### src/hw/rtl/sts_pkg.sv
`timescale 1ns / 1ps

package sts_pkg;

   // Fixed field widths of one token on the result channel
   localparam int KIND_W  = 6;
   localparam int START_W = 20;
   localparam int LEN_W   = 21;
   localparam int LINE_W  = 20;
   localparam int MAX_TOK = 3;
   localparam int CNT_W   = 2;
   localparam int TOK_W   = KIND_W + START_W + LEN_W + LINE_W;
   localparam int RSP_DATA_W = ((TOK_W + 7) / 8) * 8;

   // Token kinds
   localparam logic [KIND_W-1:0] K_END       = 6'd0;
   localparam logic [KIND_W-1:0] K_WORD      = 6'd1;
   localparam logic [KIND_W-1:0] K_NUMBER    = 6'd2;
   localparam logic [KIND_W-1:0] K_LPAREN    = 6'd3;
   localparam logic [KIND_W-1:0] K_RPAREN    = 6'd4;
   localparam logic [KIND_W-1:0] K_LBRACE    = 6'd5;
   localparam logic [KIND_W-1:0] K_RBRACE    = 6'd6;
   localparam logic [KIND_W-1:0] K_SEMI      = 6'd7;
   localparam logic [KIND_W-1:0] K_COLON     = 6'd8;
   localparam logic [KIND_W-1:0] K_COMMA     = 6'd9;
   localparam logic [KIND_W-1:0] K_DOT       = 6'd10;
   localparam logic [KIND_W-1:0] K_MINUS_EQ  = 6'd11;
   localparam logic [KIND_W-1:0] K_MINUS     = 6'd12;
   localparam logic [KIND_W-1:0] K_PLUS_EQ   = 6'd13;
   localparam logic [KIND_W-1:0] K_PLUS      = 6'd14;
   localparam logic [KIND_W-1:0] K_SLASH_EQ  = 6'd15;
   localparam logic [KIND_W-1:0] K_SLASH     = 6'd16;
   localparam logic [KIND_W-1:0] K_STAR_EQ   = 6'd17;
   localparam logic [KIND_W-1:0] K_STAR      = 6'd18;
   localparam logic [KIND_W-1:0] K_PCT_EQ    = 6'd19;
   localparam logic [KIND_W-1:0] K_PCT       = 6'd20;
   localparam logic [KIND_W-1:0] K_AMP       = 6'd21;
   localparam logic [KIND_W-1:0] K_PIPE      = 6'd22;
   localparam logic [KIND_W-1:0] K_CARET     = 6'd23;
   localparam logic [KIND_W-1:0] K_TILDE     = 6'd24;
   localparam logic [KIND_W-1:0] K_BANG_EQ   = 6'd25;
   localparam logic [KIND_W-1:0] K_BANG      = 6'd26;
   localparam logic [KIND_W-1:0] K_EQ_EQ     = 6'd27;
   localparam logic [KIND_W-1:0] K_ASSIGN    = 6'd28;
   localparam logic [KIND_W-1:0] K_SHL       = 6'd29;
   localparam logic [KIND_W-1:0] K_LESS_EQ   = 6'd30;
   localparam logic [KIND_W-1:0] K_LESS      = 6'd31;
   localparam logic [KIND_W-1:0] K_SHR       = 6'd32;
   localparam logic [KIND_W-1:0] K_GREATER_EQ = 6'd33;
   localparam logic [KIND_W-1:0] K_GREATER   = 6'd34;
   localparam logic [KIND_W-1:0] K_ERROR     = 6'd35;

   // Characters with a special role in the scan
   localparam logic [7:0] CH_UNDER = 8'h5F; // '_'
   localparam logic [7:0] CH_X     = 8'h78; // 'x'
   localparam logic [7:0] CH_B     = 8'h62; // 'b'
   localparam logic [7:0] CH_O     = 8'h6F; // 'o'
   localparam logic [7:0] CH_E     = 8'h65; // 'e'
   localparam logic [7:0] CH_DASH  = 8'h2D; // '-'
   localparam logic [7:0] CH_LBRK  = 8'h5B; // '['
   localparam logic [7:0] CH_RBRK  = 8'h5D; // ']'
   localparam logic [7:0] CH_EQ    = 8'h3D; // '='
   localparam logic [7:0] CH_LT    = 8'h3C; // '<'
   localparam logic [7:0] CH_GT    = 8'h3E; // '>'
   localparam logic [7:0] CH_DOT   = 8'h2E; // '.'
   localparam logic [7:0] CH_NL    = 8'h0A;

   typedef struct packed {
      logic [LINE_W-1:0]  line;
      logic [LEN_W-1:0]   length;
      logic [START_W-1:0] start;
      logic [KIND_W-1:0]  kind;
   } tok_type;

   // Tokens caused by one input transaction, slot 0 first
   typedef struct packed {
      logic [CNT_W-1:0]           cnt;
      tok_type [MAX_TOK-1:0]      tok;
   } bundle_type;

endpackage

### src/hw/rtl/sts_core.sv
`timescale 1ns / 1ps

module sts_core #(
   parameter longint unsigned MAX_SOURCE_BYTES = 64'd1048576,
   parameter longint unsigned MAX_LINES        = 64'd1048575
) (
   input  logic               clock,
   input  logic               reset,
   input  logic               accept,
   input  logic               op,
   input  logic [7:0]         char_byte,
   output sts_pkg::bundle_type bundle
);
   import sts_pkg::*;

   localparam int OFS_W = $clog2(MAX_SOURCE_BYTES + 64'd1);
   localparam int LCW   = $clog2(MAX_LINES + 64'd1);
   localparam logic [OFS_W-1:0] OFS_MAX  = OFS_W'(MAX_SOURCE_BYTES);
   localparam logic [OFS_W-1:0] OFS_LAST = OFS_W'(MAX_SOURCE_BYTES - 64'd1);
   localparam logic [LCW-1:0]   LINE_MAX = LCW'(MAX_LINES);

   typedef enum logic [4:0] {
      M_IDLE, M_WORD, M_ZERO, M_DEC, M_DOT, M_FRAC, M_EXPS, M_EXP,
      M_HEX, M_BIN, M_OCT, M_MINUS, M_DASH2, M_DASHBR, M_LINECMT,
      M_BLOCK, M_BLOCKBR, M_PLUS, M_SLASH, M_STAR, M_PCT, M_BANG,
      M_EQ, M_LESS, M_GREATER
   } mode_type;

   mode_type         mode_ff, mode_in;
   logic [OFS_W-1:0] ofs_ff, ofs_in;
   logic [OFS_W-1:0] beg_ff, beg_in;
   logic [OFS_W-1:0] dot_ff, dot_in;
   logic [LCW-1:0]   line_ff, line_in;

   bundle_type       bun;
   logic [CNT_W-1:0] n;
   logic             consumed;
   logic             bump;
   logic             pend_mode;
   logic [7:0]       pc2;
   logic [KIND_W-1:0] kd, ke, ka;
   logic [7:0]       c;

   function automatic logic is_dig(input logic [7:0] x);
      return x >= 8'h30 && x <= 8'h39;
   endfunction

   function automatic logic is_let(input logic [7:0] x);
      return (x >= 8'h61 && x <= 8'h7A) || (x >= 8'h41 && x <= 8'h5A);
   endfunction

   function automatic logic is_hexd(input logic [7:0] x);
      return is_dig(x) || (x >= 8'h61 && x <= 8'h66) || (x >= 8'h41 && x <= 8'h46);
   endfunction

   // Build one token; start clips to the last valid offset
   function automatic tok_type mk(input logic [KIND_W-1:0] k,
                                  input logic [OFS_W-1:0] st,
                                  input logic [OFS_W-1:0] len,
                                  input logic [LCW-1:0] ln);
      tok_type t;
      logic [OFS_W-1:0] stc;
      stc      = (st > OFS_LAST) ? OFS_LAST : st;
      t.kind   = k;
      t.start  = START_W'(stc);
      t.length = LEN_W'(len);
      t.line   = LINE_W'(ln);
      return t;
   endfunction

   assign c = char_byte;

   // Held one-char punctuator: second char, kind doubled, kind with '=', kind alone
   always_comb begin
      pend_mode = 1'b1;
      pc2 = CH_EQ;
      kd  = K_PLUS_EQ;
      ke  = K_PLUS_EQ;
      ka  = K_PLUS;
      unique case (mode_ff)
         M_PLUS:    begin kd = K_PLUS_EQ;  ke = K_PLUS_EQ;  ka = K_PLUS;  end
         M_SLASH:   begin kd = K_SLASH_EQ; ke = K_SLASH_EQ; ka = K_SLASH; end
         M_STAR:    begin kd = K_STAR_EQ;  ke = K_STAR_EQ;  ka = K_STAR;  end
         M_PCT:     begin kd = K_PCT_EQ;   ke = K_PCT_EQ;   ka = K_PCT;   end
         M_BANG:    begin kd = K_BANG_EQ;  ke = K_BANG_EQ;  ka = K_BANG;  end
         M_EQ:      begin kd = K_EQ_EQ;    ke = K_EQ_EQ;    ka = K_ASSIGN; end
         M_LESS:    begin pc2 = CH_LT; kd = K_SHL; ke = K_LESS_EQ; ka = K_LESS; end
         M_GREATER: begin pc2 = CH_GT; kd = K_SHR; ke = K_GREATER_EQ; ka = K_GREATER; end
         default:   pend_mode = 1'b0;
      endcase
   end

   // Next scan state and the tokens of this transaction
   always_comb begin
      mode_in  = mode_ff;
      ofs_in   = ofs_ff;
      beg_in   = beg_ff;
      dot_in   = dot_ff;
      line_in  = line_ff;
      bun      = '0;
      n        = '0;
      consumed = 1'b0;
      bump     = 1'b0;

      if (op) begin
         // end of source: flush the open token, then the end token
         if (mode_ff == M_WORD) begin
            bun.tok[n] = mk(K_WORD, beg_ff, ofs_ff - beg_ff, line_ff);
            n = n + 2'd1;
         end else if (mode_ff == M_DOT) begin
            bun.tok[n] = mk(K_NUMBER, beg_ff, dot_ff - beg_ff, line_ff);
            n = n + 2'd1;
            bun.tok[n] = mk(K_DOT, dot_ff, OFS_W'(1), line_ff);
            n = n + 2'd1;
         end else if (mode_ff >= M_ZERO && mode_ff <= M_OCT) begin
            bun.tok[n] = mk(K_NUMBER, beg_ff, ofs_ff - beg_ff, line_ff);
            n = n + 2'd1;
         end else if (mode_ff == M_MINUS) begin
            bun.tok[n] = mk(K_MINUS, beg_ff, OFS_W'(1), line_ff);
            n = n + 2'd1;
         end else if (pend_mode) begin
            bun.tok[n] = mk(ka, beg_ff, OFS_W'(1), line_ff);
            n = n + 2'd1;
         end
         bun.tok[n] = mk(K_END, ofs_ff, '0, line_ff);
         n = n + 2'd1;
         mode_in = M_IDLE;
         ofs_in  = '0;
         beg_in  = '0;
         dot_in  = '0;
         line_in = LCW'(1);
      end else begin
         // continue the open token
         unique case (mode_ff)
            M_WORD: begin
               if (is_let(c) || is_dig(c) || c == CH_UNDER) consumed = 1'b1;
               else begin
                  bun.tok[n] = mk(K_WORD, beg_ff, ofs_ff - beg_ff, line_ff);
                  n = n + 2'd1;
               end
            end
            M_ZERO, M_DEC: begin
               if (mode_ff == M_ZERO && (c == CH_X || c == 8'h58)) begin
                  mode_in = M_HEX; consumed = 1'b1;
               end else if (mode_ff == M_ZERO && (c == CH_B || c == 8'h42)) begin
                  mode_in = M_BIN; consumed = 1'b1;
               end else if (mode_ff == M_ZERO && (c == CH_O || c == 8'h4F)) begin
                  mode_in = M_OCT; consumed = 1'b1;
               end else if (is_dig(c) || c == CH_UNDER) begin
                  mode_in = M_DEC; consumed = 1'b1;
               end else if (c == CH_DOT) begin
                  dot_in = ofs_ff; mode_in = M_DOT; consumed = 1'b1;
               end else if (c == CH_E || c == 8'h45) begin
                  mode_in = M_EXPS; consumed = 1'b1;
               end else begin
                  bun.tok[n] = mk(K_NUMBER, beg_ff, ofs_ff - beg_ff, line_ff);
                  n = n + 2'd1;
               end
            end
            M_DOT: begin
               if (is_dig(c)) begin
                  mode_in = M_FRAC; consumed = 1'b1;
               end else begin
                  bun.tok[n] = mk(K_NUMBER, beg_ff, dot_ff - beg_ff, line_ff);
                  n = n + 2'd1;
                  bun.tok[n] = mk(K_DOT, dot_ff, OFS_W'(1), line_ff);
                  n = n + 2'd1;
               end
            end
            M_FRAC: begin
               if (is_dig(c) || c == CH_UNDER) consumed = 1'b1;
               else if (c == CH_E || c == 8'h45) begin
                  mode_in = M_EXPS; consumed = 1'b1;
               end else begin
                  bun.tok[n] = mk(K_NUMBER, beg_ff, ofs_ff - beg_ff, line_ff);
                  n = n + 2'd1;
               end
            end
            M_EXPS: begin
               if (c == 8'h2B || c == CH_DASH || is_dig(c) || c == CH_UNDER) begin
                  mode_in = M_EXP; consumed = 1'b1;
               end else begin
                  bun.tok[n] = mk(K_NUMBER, beg_ff, ofs_ff - beg_ff, line_ff);
                  n = n + 2'd1;
               end
            end
            M_EXP, M_HEX, M_BIN, M_OCT: begin
               if (c == CH_UNDER
                   || (mode_ff == M_EXP && is_dig(c))
                   || (mode_ff == M_HEX && is_hexd(c))
                   || (mode_ff == M_BIN && (c == 8'h30 || c == 8'h31))
                   || (mode_ff == M_OCT && c >= 8'h30 && c <= 8'h37)) begin
                  consumed = 1'b1;
               end else begin
                  bun.tok[n] = mk(K_NUMBER, beg_ff, ofs_ff - beg_ff, line_ff);
                  n = n + 2'd1;
               end
            end
            M_MINUS: begin
               if (c == CH_EQ) begin
                  bun.tok[n] = mk(K_MINUS_EQ, beg_ff, OFS_W'(2), line_ff);
                  n = n + 2'd1;
                  mode_in = M_IDLE; consumed = 1'b1;
               end else if (c == CH_DASH) begin
                  mode_in = M_DASH2; consumed = 1'b1;
               end else begin
                  bun.tok[n] = mk(K_MINUS, beg_ff, OFS_W'(1), line_ff);
                  n = n + 2'd1;
               end
            end
            M_DASH2, M_DASHBR, M_LINECMT: begin
               // comment opener: "--[[" starts a block, anything else a line comment
               consumed = 1'b1;
               if (mode_ff == M_DASH2 && c == CH_LBRK) mode_in = M_DASHBR;
               else if (mode_ff == M_DASHBR && c == CH_LBRK) mode_in = M_BLOCK;
               else if (c == CH_NL) begin
                  bump = 1'b1; mode_in = M_IDLE;
               end else mode_in = M_LINECMT;
            end
            M_BLOCK: begin
               consumed = 1'b1;
               if (c == CH_RBRK) mode_in = M_BLOCKBR;
               else if (c == CH_NL) bump = 1'b1;
            end
            M_BLOCKBR: begin
               consumed = 1'b1;
               if (c == CH_RBRK) mode_in = M_IDLE;
               else begin
                  mode_in = M_BLOCK;
                  bump = (c == CH_NL);
               end
            end
            M_PLUS, M_SLASH, M_STAR, M_PCT, M_BANG, M_EQ, M_LESS, M_GREATER: begin
               if (c == pc2) begin
                  bun.tok[n] = mk(kd, beg_ff, OFS_W'(2), line_ff);
                  n = n + 2'd1;
                  mode_in = M_IDLE; consumed = 1'b1;
               end else if (c == CH_EQ) begin
                  bun.tok[n] = mk(ke, beg_ff, OFS_W'(2), line_ff);
                  n = n + 2'd1;
                  mode_in = M_IDLE; consumed = 1'b1;
               end else begin
                  bun.tok[n] = mk(ka, beg_ff, OFS_W'(1), line_ff);
                  n = n + 2'd1;
               end
            end
            default: consumed = 1'b0;
         endcase

         // byte not taken by the open token: start afresh
         if (!consumed) begin
            mode_in = M_IDLE;
            if (c == 8'h20 || c == 8'h0D || c == 8'h09) begin
               mode_in = M_IDLE;
            end else if (c == CH_NL) begin
               bump = 1'b1;
            end else begin
               beg_in = ofs_ff;
               if (is_let(c) || c == CH_UNDER) mode_in = M_WORD;
               else if (c == 8'h30) mode_in = M_ZERO;
               else if (is_dig(c)) mode_in = M_DEC;
               else begin
                  unique case (c)
                     CH_DASH: mode_in = M_MINUS;
                     8'h2B:   mode_in = M_PLUS;
                     8'h2F:   mode_in = M_SLASH;
                     8'h2A:   mode_in = M_STAR;
                     8'h25:   mode_in = M_PCT;
                     8'h21:   mode_in = M_BANG;
                     CH_EQ:   mode_in = M_EQ;
                     CH_LT:   mode_in = M_LESS;
                     CH_GT:   mode_in = M_GREATER;
                     8'h28:   bun.tok[n] = mk(K_LPAREN, ofs_ff, OFS_W'(1), line_ff);
                     8'h29:   bun.tok[n] = mk(K_RPAREN, ofs_ff, OFS_W'(1), line_ff);
                     8'h7B:   bun.tok[n] = mk(K_LBRACE, ofs_ff, OFS_W'(1), line_ff);
                     8'h7D:   bun.tok[n] = mk(K_RBRACE, ofs_ff, OFS_W'(1), line_ff);
                     8'h3B:   bun.tok[n] = mk(K_SEMI, ofs_ff, OFS_W'(1), line_ff);
                     8'h3A:   bun.tok[n] = mk(K_COLON, ofs_ff, OFS_W'(1), line_ff);
                     8'h2C:   bun.tok[n] = mk(K_COMMA, ofs_ff, OFS_W'(1), line_ff);
                     CH_DOT:  bun.tok[n] = mk(K_DOT, ofs_ff, OFS_W'(1), line_ff);
                     8'h26:   bun.tok[n] = mk(K_AMP, ofs_ff, OFS_W'(1), line_ff);
                     8'h7C:   bun.tok[n] = mk(K_PIPE, ofs_ff, OFS_W'(1), line_ff);
                     8'h5E:   bun.tok[n] = mk(K_CARET, ofs_ff, OFS_W'(1), line_ff);
                     8'h7E:   bun.tok[n] = mk(K_TILDE, ofs_ff, OFS_W'(1), line_ff);
                     default: bun.tok[n] = mk(K_ERROR, ofs_ff, '0, line_ff);
                  endcase
                  // every arm that is not a held punctuator gives one token
                  if (mode_in == M_IDLE) n = n + 2'd1;
               end
            end
         end

         if (ofs_ff < OFS_MAX) ofs_in = ofs_ff + OFS_W'(1);
         if (bump && line_ff < LINE_MAX) line_in = line_ff + LCW'(1);
      end
      bun.cnt = n;
   end

   assign bundle = bun;

   // Scan state advances only on an accepted transaction
   always_ff @(posedge clock) begin
      if (reset) begin
         mode_ff <= M_IDLE;
         ofs_ff  <= '0;
         beg_ff  <= '0;
         dot_ff  <= '0;
         line_ff <= LCW'(1);
      end else if (accept) begin
         mode_ff <= mode_in;
         ofs_ff  <= ofs_in;
         beg_ff  <= beg_in;
         dot_ff  <= dot_in;
         line_ff <= line_in;
      end
   end

endmodule

### src/hw/rtl/sts_out.sv
`timescale 1ns / 1ps

module sts_out (
   input  logic                            clock,
   input  logic                            reset,
   input  logic                            load,
   input  sts_pkg::bundle_type             bundle,
   output logic                            load_ok,
   output logic                            rsp_tvalid,
   input  logic                            rsp_tready,
   output logic [sts_pkg::RSP_DATA_W-1:0]  rsp_tdata,
   output logic                            rsp_tlast
);
   import sts_pkg::*;

   tok_type [MAX_TOK-1:0] tok_ff;
   logic [CNT_W-1:0]      left_ff, left_in;
   logic [CNT_W-1:0]      pos_ff, pos_in;
   logic                  take;
   tok_type               cur;

   assign rsp_tvalid = (left_ff != '0);
   assign take       = rsp_tvalid && rsp_tready;
   assign rsp_tlast  = (left_ff == CNT_W'(1));
   // a new bundle fits when no token is pending or the last pending token leaves this cycle
   assign load_ok    = (left_ff == '0) || (rsp_tlast && rsp_tready);

   assign cur       = tok_ff[pos_ff];
   assign rsp_tdata = RSP_DATA_W'(cur);

   always_comb begin
      left_in = left_ff;
      pos_in  = pos_ff;
      if (load) begin
         left_in = bundle.cnt;
         pos_in  = '0;
      end else if (take) begin
         left_in = left_ff - CNT_W'(1);
         pos_in  = pos_ff + CNT_W'(1);
      end
   end

   // Control state
   always_ff @(posedge clock) begin
      if (reset) begin
         left_ff <= '0;
         pos_ff  <= '0;
      end else begin
         left_ff <= left_in;
         pos_ff  <= pos_in;
      end
   end

   // Token payload
   always_ff @(posedge clock) begin
      if (load) tok_ff <= bundle.tok;
   end

endmodule

### src/hw/rtl/script_token_scanner.sv
`timescale 1ns / 1ps

// Channel   Dir  Handshake             Payload
// req       in   req_tvalid/tready     tdata: char_byte; tuser: op (1 = end of source)
// rsp       out  rsp_tvalid/tready     tdata: kind, start, length, line; tlast: last token
//
// One byte per cycle is accepted while the token register has room; short combinational
// scan logic sits between the scan state registers and a token register that holds up to
// three tokens. The first token is valid the cycle after its byte is accepted. Tokens
// drain one per cycle while rsp_tready is high, so an item that yields several tokens
// stalls the input until its last token leaves, and longer while rsp_tready is low.
// Reset (synchronous) clears scan state: offset 0, line 1, no token pending.
// The end-of-source transaction returns the scan state to its reset values.
module script_token_scanner #(
   parameter longint unsigned MAX_SOURCE_BYTES = 64'd1048576,
   parameter longint unsigned MAX_LINES        = 64'd1048575
) (
   input  logic                            clock,
   input  logic                            reset,
   input  logic                            req_tvalid,
   output logic                            req_tready,
   input  logic [7:0]                      req_tdata,   // [7:0] char_byte
   input  logic                            req_tuser,   // [0] op
   output logic                            rsp_tvalid,
   input  logic                            rsp_tready,
   // [5:0] token_kind, [25:6] token_start, [46:26] token_length, [66:47] token_line
   output logic [sts_pkg::RSP_DATA_W-1:0]  rsp_tdata,
   output logic                            rsp_tlast
);
   import sts_pkg::*;

   logic       accept;
   logic       load_ok;
   bundle_type bundle;

   assign req_tready = load_ok;
   assign accept     = req_tvalid && load_ok;

   // Scanner state machine
   sts_core #(
      .MAX_SOURCE_BYTES (MAX_SOURCE_BYTES),
      .MAX_LINES        (MAX_LINES)
   ) u_core (
      .clock     (clock),
      .reset     (reset),
      .accept    (accept),
      .op        (req_tuser),
      .char_byte (req_tdata),
      .bundle    (bundle)
   );

   // Token register and output sequencing
   sts_out u_out (
      .clock      (clock),
      .reset      (reset),
      .load       (accept),
      .bundle     (bundle),
      .load_ok    (load_ok),
      .rsp_tvalid (rsp_tvalid),
      .rsp_tready (rsp_tready),
      .rsp_tdata  (rsp_tdata),
      .rsp_tlast  (rsp_tlast)
   );

endmodule
### config.mk
export PLATFORM = sky130hd
export DESIGN_NAME = script_token_scanner
export DESIGN_NICKNAME = d
export VERILOG_FILES = /design/src/hw/rtl/sts_pkg.sv /design/src/hw/rtl/sts_core.sv /design/src/hw/rtl/sts_out.sv /design/src/hw/rtl/script_token_scanner.sv
export SDC_FILE = /design/constraint.sdc
export NUM_CORES = 1
export LEC_CHECK = 0
export ABC_AREA = 1
export BUFFER_PORTS_ARGS = -buffer_cell sky130_fd_sc_hd__buf_2
export CAP_MARGIN = 40
export CORE_ASPECT_RATIO = 0.75
export CORE_MARGIN = 10
export CORE_UTILIZATION = 57
export CTS_CLUSTER_SIZE = 30
export DETAILED_ROUTE_END_ITERATION = 8
export PLACE_DENSITY = 0.78
export SLEW_MARGIN = 5
export SYNTH_ARGS = -nofsm -noshare
export SYNTH_HDL_FRONTEND = slang
export SYNTH_SLANG_ARGS = --single-unit
export TNS_END_PERCENT = 20
### constraint.sdc
create_clock -name clock -period 6.6 [get_ports clock]
set_input_delay 1.32 -clock clock [delete_from_list [all_inputs] [get_ports clock]]
set_output_delay 1.32 -clock clock [all_outputs]
set_load 0.01 [all_outputs]
Word-level counts from Yosys, hierarchy flattened
Index checks and enable logic that the tools add are counted.
{"block": "word_totals", "regBits": 293, "inputBits": 13, "output_inout_bits": 75, "wordCells": 361}
{"block": "op_classes", "n_addsub": 8, "n_lt_le_gt_ge": 21, "eq_ne": 78, "muxes": 171, "n_reduce_logical": 64}
{"op": "bitwise mux 201 bit", "n": 14}
{"op": "one-hot mux 201 bit (13 select lines)", "n": 1}
{"op": "2-to-1 mux 67 bit", "n": 27}
{"op": "2-to-1 mux 201 bit", "n": 7}
{"op": "one-hot mux 67 bit (8 select lines)", "n": 1}
{"op": "2-to-1 mux 21 bit", "n": 13}
{"op": "demux 67 bit (select 2 bit)", "n": 2}
{"op": "== test 8 x 6 -> 1 bit (second input constant)", "n": 19}
{"op": "2-to-1 mux 5 bit", "n": 30}
{"op": "binary-select mux 67 bit (select 2 bit)", "n": 1}
{"op": "2-to-1 mux 134 bit", "n": 1}
{"op": "== test 8 x 7 -> 1 bit (second input constant)", "n": 16}
{"op": "one-hot mux 6 bit (7 select lines)", "n": 3}
{"op": "2-to-1 mux 20 bit", "n": 5}
{"op": "one-hot mux 5 bit (9 select lines)", "n": 2}
{"op": "greater-than comparator 21 x 20 -> 1 bit (second input constant)", "n": 3}
{"op": "2-to-1 mux 28 bit", "n": 2}
{"op": "2-to-1 mux 2 bit", "n": 23}
{"op": "== test 5 bit (second input constant)", "n": 9}
{"op": "subtractor 21 bit", "n": 2}
{"op": "== test 5 x 4 -> 1 bit (second input constant)", "n": 8}
{"op": "2-to-1 mux 1 bit", "n": 33}
{"op": "less-or-equal comparator 8 x 7 -> 1 bit (second input constant)", "n": 4}
{"op": "== test 8 x 4 -> 1 bit (second input constant)", "n": 3}
{"op": "44 further kinds", "n": 113}

Logic depth before layout (Yosys ltp)
{"block": "depth", "depth_word": 24, "mapped_depth": 26}

Modules after synthesis
From an unflattened synthesis, not the netlist that was laid out.
{"block": "hier_totals", "cells_unflattened": 3094, "hier_area_um2": 21304.2}
{"module": "sts_core", "instances": 1, "cells_each": 2540, "area_per_inst_um2": 13500.4, "seq_area_each_um2": 1761.7}
{"module": "sts_out", "instances": 1, "cells_each": 552, "area_per_inst_um2": 7796.2, "seq_area_each_um2": 6115.9}
{"module": "script_token_scanner", "instances": 1, "cells_each": 2, "area_per_inst_um2": 7.5, "seq_area_each_um2": 0.0}

Worst setup path after synthesis
Ideal clock, no wire load.
{"block": "synth_timing", "path_type": "input to register", "startpoint": "input port rsp_tready", "endpoint": "register u_core.line_ff[19]", "t_arrival_ns": 6.237, "path_slack_ns": 0.244, "stages": 14, "n_path_buf": 1, "cell_sequence": "nand2_1 > nand2_1 > nand2_1 > clkbuf_1 > inv_1 > nand3_1 > nand2_1 > inv_1 > nor2_1 > nand3_1 > nor2_1 > nand3_1 > o21ai_0 > a21oi_1"}
{"block": "synth_between", "elab_chain_len": 4}
{"item": "start, declared", "line": "script_token_scanner.sv:25", "text": "input logic rsp_tready,"}
{"item": "logical AND 1 bit", "line": "sts_out.sv:26", "text": "assign load_ok = (left_ff == '0) || (rsp_tlast && rsp_tready);"}
{"item": "logical OR 1 bit", "line": "sts_out.sv:26"}
{"item": "via req_tready", "line": "script_token_scanner.sv:21", "text": "output logic req_tready,"}
{"item": "logical AND 1 bit", "line": "script_token_scanner.sv:37", "text": "assign accept = req_tvalid && load_ok;"}
{"item": "via accept", "line": "script_token_scanner.sv:32", "text": "logic accept;"}
{"item": "AND reduction 2 bit (no line)"}
{"item": "end signal, assigned", "line": "sts_core.sv:314", "text": "line_ff <= line_in;"}
{"item": "end, declared", "line": "sts_core.sv:33", "text": "logic [LCW-1:0] line_ff, line_in;"}
The timed path passes the listed nets, and every way through them passes these cells.
A chain may end at the register's enable or synchronous reset.

==> metrics.txt <==
# TYPE chip_impl_metric gauge
chip_impl_metric{name="die_width",unit="um"} 223
chip_impl_metric{name="route.detailed.vias_per_inst",unit=""} 6.26
chip_impl_metric{name="final.setup.tns",unit="ns"} 0
chip_impl_metric{name="critPathMaxStageDelay",unit="ns"} 0.71
chip_impl_info{name="synth_ff_type",value="sky130_fd_sc_hd__edfxtp_1"} 1
chip_impl_metric{name="post-place-cells",unit=""} 2944
chip_impl_metric{name="dpl_worst_slack",unit="ns"} 1.04
chip_impl_metric{name="cts.path.max_buffers",unit=""} 3
chip_impl_info{name="netlist_top_cells_count",value="sky130_fd_sc_hd__nand2_1, sky130_fd_sc_hd__nor2_1, sky130_fd_sc_hd__o21ai_0, sky130_fd_sc_hd__inv_1, sky130_fd_sc_hd__nand3_1"} 1
chip_impl_metric{name="synth_xor_xnor_area_share",unit="%"} 1.84
chip_impl_metric{name="syn_to_final_growth",unit="%"} 9.02
chip_impl_metric{name="multiInputGateArea",unit="sq mm"} 0.00956
chip_impl_metric{name="postSynth.asyncResetShare",unit="%"} 0
chip_impl_metric{name="number_of_enable_flip_flop_cells_after_synthesis",unit=""} 161
chip_impl_metric{name="max_fo_critical_path",unit=""} 19
chip_impl_metric{name="floorplan.die_area",unit="sq mm"} 0.0385
chip_impl_metric{name="grt_pass1_vias",unit=""} 17142
chip_impl_metric{name="period_minus_slack",unit="ns"} 5.27
chip_impl_metric{name="starting_density",unit="%"} 58.1
chip_impl_metric{name="post-cts-setup-buffers",unit=""} 0
chip_impl_metric{name="timing.critical_path.required",unit="ns"} 6.93
chip_impl_metric{name="antenna_cells_inserted",unit=""} 0
chip_impl_info{name="criticalPathCategory",value="primary input to flop"} 1
chip_impl_metric{name="max_clock_freq",unit="GHz"} 0.190
chip_impl_metric{name="dr.first_iter.drc_count",unit=""} 2928
chip_impl_info{name="status",value="completed"} 1
chip_impl_metric{name="yosys.area.top_type_share",unit="%"} 27.4
chip_impl_metric{name="drv_slew",unit=""} 0
chip_impl_metric{name="fp-row-count",unit=""} 55
chip_impl_info{name="critical-path-top-cell-by-count",value="sky130_fd_sc_hd__inv_1"} 1
chip_impl_metric{name="syn-instance-count",unit=""} 2549
chip_impl_metric{name="arrival",unit="ns"} 5.60
chip_impl_metric{name="post_route_fraction_of_the_period_consumed_by_the_critical_path",unit="%"} 79.8
chip_impl_info{name="worstSetupStartpointType",value="primary input"} 1
chip_impl_metric{name="synth.cell_area",unit="sq mm"} 0.0176
chip_impl_metric{name="ys_ff_latch",unit=""} 253
chip_impl_metric{name="fp.coreArea",unit="sq mm"} 0.0303
chip_impl_metric{name="tightest_slew",unit="ns"} 0.921
chip_impl_metric{name="ios",unit=""} 88
chip_impl_metric{name="skew",unit="ns"} 0.0230
chip_impl_metric{name="gpl.final_weighted_congestion",unit=""} 1.07
chip_impl_info{name="tritoncts",value="built"} 1
chip_impl_metric{name="ys_seq_area_share",unit="%"} 37.8
chip_impl_metric{name="htreeDepth",unit=""} 1
chip_impl_metric{name="globalRoute.totalOverflow",unit=""} 0
chip_impl_metric{name="hold_viol_final",unit=""} 0
chip_impl_metric{name="cts_num_sinks",unit=""} 253
chip_impl_metric{name="peakVddDrop",unit="V"} 0.000230
chip_impl_metric{name="port-buffer-count",unit=""} 82
chip_impl_info{name="critical_path.endpoint_type",value="flop"} 1
chip_impl_metric{name="unique_masters_post_synth",unit=""} 52
chip_impl_info{name="hold_class",value="flop to flop"} 1
chip_impl_metric{name="synth-adder-area-share",unit="%"} 3.56
chip_impl_metric{name="timing.reg2reg.setup_slack",unit="ns"} 1.92
chip_impl_metric{name="final_core_util",unit="%"} 63.4
chip_impl_metric{name="vias",unit=""} 18716
chip_impl_metric{name="final_cell_count_no_fill",unit=""} 2992
chip_impl_metric{name="setup_slack",unit="ns"} 1.33
chip_impl_metric{name="clkLatencyLatePin",unit="ns"} 0.57
chip_impl_metric{name="cts_buf_count",unit=""} 26
chip_impl_metric{name="drt_wl_total",unit="um"} 62600
chip_impl_metric{name="wire_length_of_the_first_global_routing_pass",unit="um"} 97400
chip_impl_info{name="rsz0062_at_grt",value="no"} 1
chip_impl_info{name="post_synth_main_area_contributors",value="sky130_fd_sc_hd__edfxtp_1, sky130_fd_sc_hd__nand2_1, sky130_fd_sc_hd__dfxtp_1"} 1
chip_impl_metric{name="finalSetupViolCount",unit=""} 0
chip_impl_metric{name="number_of_inserted_filler_cells_in_the_final_layout",unit=""} 2748
chip_impl_info{name="post-synth-top-area-cell",value="sky130_fd_sc_hd__edfxtp_1"} 1
chip_impl_metric{name="remaining_drc_errors",unit=""} 0
chip_impl_info{name="cell_chain_critical_path",value="buf_2, inv_1, nand2_1, nor2_1, inv_1, nor2_1, inv_1, nand4_1, nand2_1, inv_1, nand2_1, nor2_1, inv_1, ha_1, inv_1, nor2_1, clkinv_1, o21ai_0, o21ai_0, nand3_1, a31o_2"} 1
chip_impl_metric{name="share_of_the_synthesized_area_in_compound_gates_ao_oa_aoi_oai",unit="%"} 18.9
chip_impl_metric{name="relSlewSlack",unit="%"} 38.4
chip_impl_metric{name="pwr_density_cell",unit="mW/mm^2"} 345
chip_impl_metric{name="regArea",unit="sq mm"} 0.00668
chip_impl_metric{name="synth-simple-area-share",unit="%"} 29.7
chip_impl_metric{name="maxCapViolCount",unit=""} 0
chip_impl_metric{name="fin_nets",unit=""} 2635
chip_impl_metric{name="cts.hold.buffers_added",unit=""} 0
chip_impl_info{name="critical-path-slowest-cell",value="sky130_fd_sc_hd__nor2_1"} 1
chip_impl_metric{name="post_cts_resized",unit=""} 0
chip_impl_metric{name="die_height",unit="um"} 172
chip_impl_info{name="root_buffer",value="sky130_fd_sc_hd__clkbuf_16"} 1
chip_impl_metric{name="antenna_found_initial",unit=""} 0
chip_impl_metric{name="largest_net_degree_at_the_start_of_global_routing",unit=""} 78
chip_impl_metric{name="syn_area_per_cell",unit="sq um"} 6.92
chip_impl_metric{name="post_route_cells_drive_above_1_share",unit="%"} 7.87
chip_impl_metric{name="leakage",unit="uW"} 0.00808
chip_impl_info{name="synth_top_family_by_area",value="simple AND/OR/NAND/NOR gates"} 1
chip_impl_metric{name="grt_usage",unit="%"} 31.4
chip_impl_info{name="synth_most_common_cell",value="sky130_fd_sc_hd__nand2_1"} 1
chip_impl_metric{name="dpl.hpwl",unit="um"} 45300
chip_impl_metric{name="antenna_violating_nets_post_route",unit=""} 0
chip_impl_metric{name="clk_transition_reported_paths",unit="ns"} 0.08
chip_impl_metric{name="route.detailed.wl_per_inst",unit="um"} 20.9
chip_impl_metric{name="whs",unit="ns"} 0.505
chip_impl_metric{name="yosys_warnings",unit=""} 0
chip_impl_metric{name="synth.mux.area_fraction",unit="%"} 0
chip_impl_metric{name="drt-pass1-iter-count",unit=""} 7
## stage by stage
stage	total power [uW]	cell area [sq um]
5_1_grt	6970	19200
6_report	6630	19200
3_3_place_gp	4990	18300
2_1_floorplan	4140	17700
3_5_place_dp	5070	18400
4_1_cts	6550	19200
## worst max-delay path: cells and delay by family
family                     cells  cell delay (ns)
buffers and inverters          8             1.39
AOI/OAI and AO/OA              3             0.54
and+or+nand+nor                9             1.92
adders and majority gates      1             0.40
## area by class of cell
cell class                      instances  area share, %
Sequential cell                       253           34.7
Timing Repair Buffer                  115           3.81
Inverter                              244           4.79
Multi-Input combinational cell       1933           49.7
Tap cell                              399           2.60
Clock inverter                         13          0.689
Clock buffer                           35           3.66
## worst paths after layout
check | end | cells past startpoint | start
hold reg to reg | u_core.dot_ff[0]$_SDFFE_PP0P_ | 2 | u_core.dot_ff[0]$_SDFFE_PP0P_
setup reg to reg | u_out.tok_ff[70]$_DFFE_PP_ | 16 | u_core.mode_ff[1]$_SDFFE_PP0P_
hold / removal | u_core.dot_ff[0]$_SDFFE_PP0P_ | 2 | u_core.dot_ff[0]$_SDFFE_PP0P_
setup / recovery | u_out.tok_ff[85]$_DFFE_PP_ | 21 | req_tdata[6]
## logic make-up (layout without fill, tap and decap cells)
group                    count (synthesis)  count (layout)
other                                    1               5
adder cells (fa/ha/maj)                 49              49
buffers and inverters                  367             407
XOR/XNOR                                37              37
flip-flops                             253             253
AND/OR/NAND/NOR                       1258            1258
AO/OA/AOI/OAI                          584             584
## metal layers
layer	vias up	wire [um]	part of all wire, %	track usage, %
met3	168	8340	13	7.52
met4	0	2040	3.3	9.44
met5	-	0	0	0
met2	1296	26400	42	47.5
met1	8572	25900	41	43.6
li1	8680	-	-	-
## layout by cell type, fill, tap and decap left out, drive strengths merged, types with 6 or more instances in the layout
master    n
o21ai   266
or2       9
edfxtp  161
a211oi    8
nand2   552
nor3     40
dfxtp    92
xnor2    18
clkinv   12
o211ai   10
nor2    427
xor2     19
nand3b   11
o31ai    56
a22oi    28
inv     242
o22ai    31
nand4    26
buf     115
ha       47
a31oi     6
nand3   180
nor4     11
o21a      7
a21oi   145
clkbuf   35
## sequential cells by signal (all words and copies together), names as in the netlist
signal          count
u_core.beg_ff      21
u_core.ofs_ff      21
u_out.pos_ff        2
u_out.left_ff       2
u_out.tok_ff      161
u_core.line_ff     20
u_core.mode_ff      5
u_core.dot_ff      21
## power by group
part           switching [uW]  total (uW)  internal, uW
Sequential                123        2250          2130
Clock                     673        1510           832
Combinational            2040        2870           832
Power figures use the tool's default switching activity.
